--- src/hw/rtl/gerdp_pkg.sv ---
// ----------------------------------------------------------------------------
// gerdp_pkg: shared types and constants of the eight-ray direction picker
// Grid geometry, field widths, input kinds, register indexes, ray step
// functions and the command/status structs between controller and datapath.
// ----------------------------------------------------------------------------
package gerdp_pkg;

	// grid storage geometry
	localparam int MAX_GRID_WIDTH  = 256;
	localparam int MAX_GRID_HEIGHT = 256;
	localparam int COL_W   = $clog2(MAX_GRID_WIDTH);
	localparam int ROW_W   = $clog2(MAX_GRID_HEIGHT);
	localparam int ADDR_W  = COL_W + ROW_W;
	localparam int MEM_DEPTH = MAX_GRID_WIDTH * MAX_GRID_HEIGHT;

	// field widths
	localparam int DIM_W   = 9;
	localparam int OCC_W   = 8;
	localparam int DIR_W   = 3;
	localparam int SCORE_W = 10;
	localparam int IN_DATA_W  = 24;
	localparam int OUT_DATA_W = 32;
	localparam int CFG_IDX_W  = 2;

	localparam logic [DIR_W-1:0] LAST_DIR = 3'd7;

	// input kinds
	localparam logic KIND_WRITE = 1'b0;
	localparam logic KIND_QUERY = 1'b1;

	// configuration register indexes
	localparam logic [CFG_IDX_W-1:0] REG_GRID_WIDTH  = 2'd0;
	localparam logic [CFG_IDX_W-1:0] REG_GRID_HEIGHT = 2'd1;

	// controller to datapath
	typedef struct packed {
		logic wr;         // store one grid cell from the input transaction
		logic capture;    // latch robot cell of a query
		logic ray_start;  // reset walk position and score to the robot cell
		logic rd;         // read the cell under the walk position
		logic eval;       // score the cell just read
		logic commit;     // compare ray against best, advance direction
		logic emit;       // load the output register
	} gerdp_cmd_t;

	// datapath to controller
	typedef struct packed {
		logic pos_ok;     // robot cell lies inside the configured grid
		logic ray_done;   // cell read is an obstacle or the ray hits the edge
		logic last_dir;   // current ray is the final one
		logic out_free;   // output register can take a result
	} gerdp_sts_t;

	// column step per ray: 0 up, clockwise to 7 up-left
	function automatic logic signed [1:0] dir_dc(input logic [DIR_W-1:0] dir);
		logic signed [1:0] s;
		unique case (dir)
			3'd0, 3'd4: s = 2'sd0;
			3'd1, 3'd2, 3'd3: s = 2'sd1;
			default: s = -2'sd1;
		endcase
		return s;
	endfunction

	// row step per ray (row grows downward)
	function automatic logic signed [1:0] dir_dr(input logic [DIR_W-1:0] dir);
		logic signed [1:0] s;
		unique case (dir)
			3'd2, 3'd6: s = 2'sd0;
			3'd3, 3'd4, 3'd5: s = 2'sd1;
			default: s = -2'sd1;
		endcase
		return s;
	endfunction

endpackage

--- src/hw/rtl/gerdp_ctrl.sv ---
// ----------------------------------------------------------------------------
// gerdp_ctrl: sequencer of the ray walk
// Takes input transactions while idle, walks the eight rays one cell per
// read/evaluate pair and hands the result to the output register.
// ----------------------------------------------------------------------------
module gerdp_ctrl (
	input  logic                 clk,
	input  logic                 arst_n,
	input  logic                 s_tvalid,
	output logic                 s_tready,
	input  logic                 s_tuser,
	input  gerdp_pkg::gerdp_sts_t sts,
	output gerdp_pkg::gerdp_cmd_t cmd
);
	import gerdp_pkg::*;

	localparam logic [2:0] ST_IDLE   = 3'd0;
	localparam logic [2:0] ST_CHECK  = 3'd1;
	localparam logic [2:0] ST_READ   = 3'd2;
	localparam logic [2:0] ST_EVAL   = 3'd3;
	localparam logic [2:0] ST_COMMIT = 3'd4;
	localparam logic [2:0] ST_EMIT   = 3'd5;

	logic [2:0] state_q;
	logic [2:0] state_d;
	logic       accept;

	assign s_tready = (state_q == ST_IDLE);
	assign accept   = s_tvalid && s_tready;

	// next state and commands
	always_comb begin
		state_d = state_q;
		cmd     = '0;
		unique case (state_q)
			ST_IDLE: begin
				cmd.wr      = accept && (s_tuser == KIND_WRITE);
				cmd.capture = accept && (s_tuser == KIND_QUERY);
				if (cmd.capture) begin
					state_d = ST_CHECK;
				end
			end
			ST_CHECK: begin
				if (sts.pos_ok) begin
					cmd.ray_start = 1'b1;
					state_d       = ST_READ;
				end else begin
					state_d = ST_EMIT;
				end
			end
			ST_READ: begin
				cmd.rd  = 1'b1;
				state_d = ST_EVAL;
			end
			ST_EVAL: begin
				cmd.eval = 1'b1;
				state_d  = sts.ray_done ? ST_COMMIT : ST_READ;
			end
			ST_COMMIT: begin
				cmd.commit = 1'b1;
				if (sts.last_dir) begin
					state_d = ST_EMIT;
				end else begin
					cmd.ray_start = 1'b1;
					state_d       = ST_READ;
				end
			end
			ST_EMIT: begin
				if (sts.out_free) begin
					cmd.emit = 1'b1;
					state_d  = ST_IDLE;
				end
			end
			default: begin
				state_d = ST_IDLE;
			end
		endcase
	end

	always_ff @(posedge clk or negedge arst_n) begin
		if (!arst_n) begin
			state_q <= ST_IDLE;
		end else begin
			state_q <= state_d;
		end
	end

endmodule

--- config.mk ---
export PLATFORM = sky130hd
export DESIGN_NAME = gerdp_ctrl
export DESIGN_NICKNAME = d
export VERILOG_FILES = /design/src/hw/rtl/gerdp_pkg.sv /design/src/hw/rtl/gerdp_ctrl.sv
export SDC_FILE = /design/constraint.sdc
export NUM_CORES = 1
export LEC_CHECK = 0
export BUFFER_PORTS_ARGS = -buffer_cell sky130_fd_sc_hd__buf_2
export CORE_AREA = 2 2 39 41
export CTS_CLUSTER_DIAMETER = 100
export CTS_CLUSTER_SIZE = 24
export DETAILED_ROUTE_END_ITERATION = 10
export DIE_AREA = 0 0 41 43
export HOLD_SLACK_MARGIN = 0.1
export SYNTH_ARGS = -nofsm -noshare
export SYNTH_HDL_FRONTEND = slang
export SYNTH_SLANG_ARGS = --single-unit
--- constraint.sdc ---
create_clock -name clk -period 2 [get_ports clk]
set_clock_uncertainty 0.15 [all_clocks]
set_input_delay 0.4 -clock clk [delete_from_list [all_inputs] [get_ports clk]]
set_output_delay 0.4 -clock clk [all_outputs]
set_load 0.05 [all_outputs]
; ---- Word-level counts from Yosys, hierarchy flattened
; Index checks and enable logic that the tools add are counted.
; W data, S select, Z words.
[classes]
add_sub_neg = 0
mul = 0
n_div = 0
order_cmp = 0
eq_ne = 7
shift = 0
muxes = 15
n_bitwise = 1
n_reduce_logical = 5
[ops]
columns = op, count
row1 = $pmux W3 S6, 1
row2 = $mux W3, 5
row3 = $mux W1, 7
row4 = $eq A3 B2 Y1 const B, 2
row5 = $eq A3 B3 Y1 const B, 2
row6 = $eq A3 B1 Y1 const B, 1
row7 = $logic_and A1 B1 Y1, 3
row8 = $logic_not A3 Y1, 1
row9 = $mux W2, 1
row10 = $ne A2 B1 Y1 const B, 1
row11 = $ne A2 B2 Y1 const B, 1
row12 = $pmux W1 S2, 1
row13 = $reduce_and A2 Y1, 1
row14 = $not A1 Y1, 1
[word_totals]
regBits = 3
latchBits = 0
mem_bits_rw = 0
mem_bits_ro = 0
inputBits = 8
output_inout_bits = 8
word_cells = 29
n_memories = 0

; ---- Logic depth before layout (Yosys ltp)
[logic_depth]
depth_word = 5
ltp_mapped = 4

; ---- Worst setup path after synthesis
; OpenSTA, ideal clock, no wires.
[synth_timing]
kind = reg2out
startpoint = register state_q[1]
endpoint = output port cmd[6] (netlist bit)
t_arrival_ns = 2.517
required_ns = 1.450
path_slack_ns = -1.067
stages_incl_launch_ff = 5
n_path_buf = 1
cell_sequence = dfrtp_1 buf_4 nor3_1 nand2_1 nor2_1
[synth_rtl]
columns = item, line_no
row1 = from (decl), gerdp_ctrl.sv:24  ; logic [2:0] state_q;
row2 = from (signal assigned), gerdp_ctrl.sv:84  ; state_q <= state_d;
row3 = to (decl), gerdp_ctrl.sv:13  ; output gerdp_pkg::gerdp_cmd_t cmd

==> results_dict.tcl <==
set metrics [dict create \
    status "finished, final reports clean" \
    ioPinCount 16 \
    dr.pass1.iters 4 \
    required_ns 1.45 \
    htreeDepth 1 \
    period_minus_slack_ns 1.95 \
    dp.cells 63 \
    hp-class "input port to flop" \
    max_stage_delay_ns 0.42 \
    cts_tree "done" \
    antenna_cells 0 \
    gp_congestion 0.671 \
    fin_total_pwr_w 0.000724 \
    rows 14 \
    yosysWarnings 0 \
    start_util 0.178 \
    synth_top_area_frac 0.305 \
    area_delta_synth_final_pct 68.5 \
    timing.hold.ws_ns 0.288 \
    fin_crit_sh 0.975 \
    postSynthAreaPerCell_sq_um 7.70 \
    die_w_um 41 \
    drive_above_1_share 0.538 \
    dieArea_sq_mm 0.00176 \
    crit_type "flop to output pin" \
    yosysSeqAreaShare 0.305 \
    num_vias 282 \
    worstSetupStartpointType "flop" \
    ys_types 21 \
    yosys-mux-area-fraction 0 \
    antenna_found_initial 0 \
    utilization 0.300 \
    end_kind "output pin" \
    slowest_stage "dfrtp_1" \
    clockBufferDepth 2 \
    yosysTopAreaCell "dfrtp_1" \
    crit_fanout 4 \
    largestRegisters "state_q: 3 flops" \
    synth_xor_xnor_area_share 0 \
    cts_buffers 3 \
    final_nets 61 \
    synth-simple-area-share 0.401 \
    synthCells 32 \
    fmax_mhz 513 \
    routed_via_density 4.15 \
    cts_setup_buffers 0 \
    numClockSinks 3 \
    dp_hpwl_um 512 \
    synth.cell_area_sq_um 246 \
    clk_pin_slew_ns 0.04 \
    largest_reg_flops 3 \
    root_buffer "clkbuf_4" \
    setup_viol 0 \
    grt_pass1_wl_um 910 \
    port_buffers 15 \
    grt_overflow 0 \
    synthAdderAreaFrac 0 \
    synth.area.top_cells "dfrtp_1 (30%), nand2_1 (7.6%), nand3b_1 (6.1%)" \
    maxCapViolCount 0 \
    worstMarginPinSlew_ns 0.257 \
    route.detailed.wl_per_inst_um 9.25 \
    regMostFlops "state_q" \
    maxSlewViolCount 0 \
    die_h_um 43 \
    final_cell_mix "buf_2 (10), clkbuf_4 (7), nand2_1 (5)" \
    wl_um 629 \
    syn-num-nets 40 \
    synth_compound_area_frac 0.234 \
    grt_setup_unrepaired "no" \
    track_usage 0.0806 \
    cp_data_arrival_time_ns 1.40 \
    remaining_drc_errors 0 \
    grt_pass1_vias 246 \
    final_cells 68 \
    rrSetupSlack_ns 0.64 \
    p_per_area_mw_per_mm2 1740 \
    synth_top_family_by_area "simple AND/OR/NAND/NOR gates" \
    relSlewSlack 0.828 \
    setup_ws_ns 0.0493 \
    detail-route-antenna-nets 0 \
    p_leak_nw 0.198 \
    peakVddDrop_mv 0.337 \
    clk-insertion-delay-late_ns 0.23 \
    drt_iter0_drc 8 \
    report.final.hold_viol_count 0 \
    grt_max_degree 13 \
    crit_path_cell_trace "or3b_1, a21oi_2, buf_4" \
    ys_seq_elements 3 \
    place_ws_ns 0.121 \
    core_sq_mm 0.00138 \
    final_common_cell "buf_2" \
]
==> layer usage <==
layer,vias up,part of all wire,track usage
met5,-,0,0
met4,0,0,0.0800
met3,0,0.064,0.0314
met2,6,0.53,0.122
met1,124,0.40,0.0749
li1,152,-,-
==> path summary, 6_finish.rpt <==
| kind | startpoint | cells after the start | end |
|---|---|---|---|
| max in group asynchronous | arst_n | 2 | state_q[1] |
| min in group asynchronous | arst_n | 2 | state_q[0] |
| min reg2reg | state_q[1] | 1 | state_q[2] |
| max reg2reg | state_q[1] | 3 | state_q[0] |
| max | state_q[2] | 3 | cmd[4] |
| min | s_tvalid | 3 | state_q[0] |
==> synthesized netlist by cell type, drive strengths merged <==
cell / instances
nand2: 5
a21oi: 3
dfrtp: 3
nor2: 3
and3: 2
nand3b: 2
a21boi: 1
a2bb2oi: 1
a31o: 1
buf: 1
clkbuf: 1
inv: 1
nand2b: 1
nor3: 1
nor3b: 1
o21ai: 1
o32ai: 1
or2: 1
or2b: 1
or3b: 1
==> per-stage QoR <==
stage          area [sq um]  setup TNS, ns
5_1_grt                 415              0
4_1_cts                 404              0
3_5_place_dp            365              0
6_report                415              0
2_1_floorplan           267         -0.122
3_3_place_gp            365              0
==> final cells by class <==
type	instances	area (sq um)
timing repair buffer	18	113
tap	16	20.0
inverter	1	3.75
clock buffer	4	26.3
sequential	3	76.3
multi-input combinational	26	176
fill	159	968
==> report_power, final <==
group | internal (W) | switching (W) | leakage (nW) | total, W
sequential | 0.0000916 | 0.0000433 | 0.0360 | 0.000135
clock | 0.0000746 | 0.0000285 | 0.0150 | 0.000103
combinational | 0.000172 | 0.000314 | 0.147 | 0.000486
==> cell families (layout without fill, tap and decap cells) <==
kind of cell | count (synthesis) | count (layout)
AOI/OAI and AO/OA | 8 | 8
DFF | 3 | 3
and+or+nand+nor | 18 | 18
buffers and inverters | 3 | 23
==> critical path, delay by kind of cell (launching register included) <==
kind                   cells  cell delay [ns]
DFF                        1             0.42
AOI/OAI and AO/OA          1             0.16
buffers and inverters      1             0.22
and+or+nand+nor            1             0.38
==> timing repair <==
item,CTS,global route
setup endpoints to repair,1,4
hold buffers,1,0
endpoints found under the hold margin,3,0
gates resized for setup,1,5
Note: power is estimated with default switching activity, not from simulation.
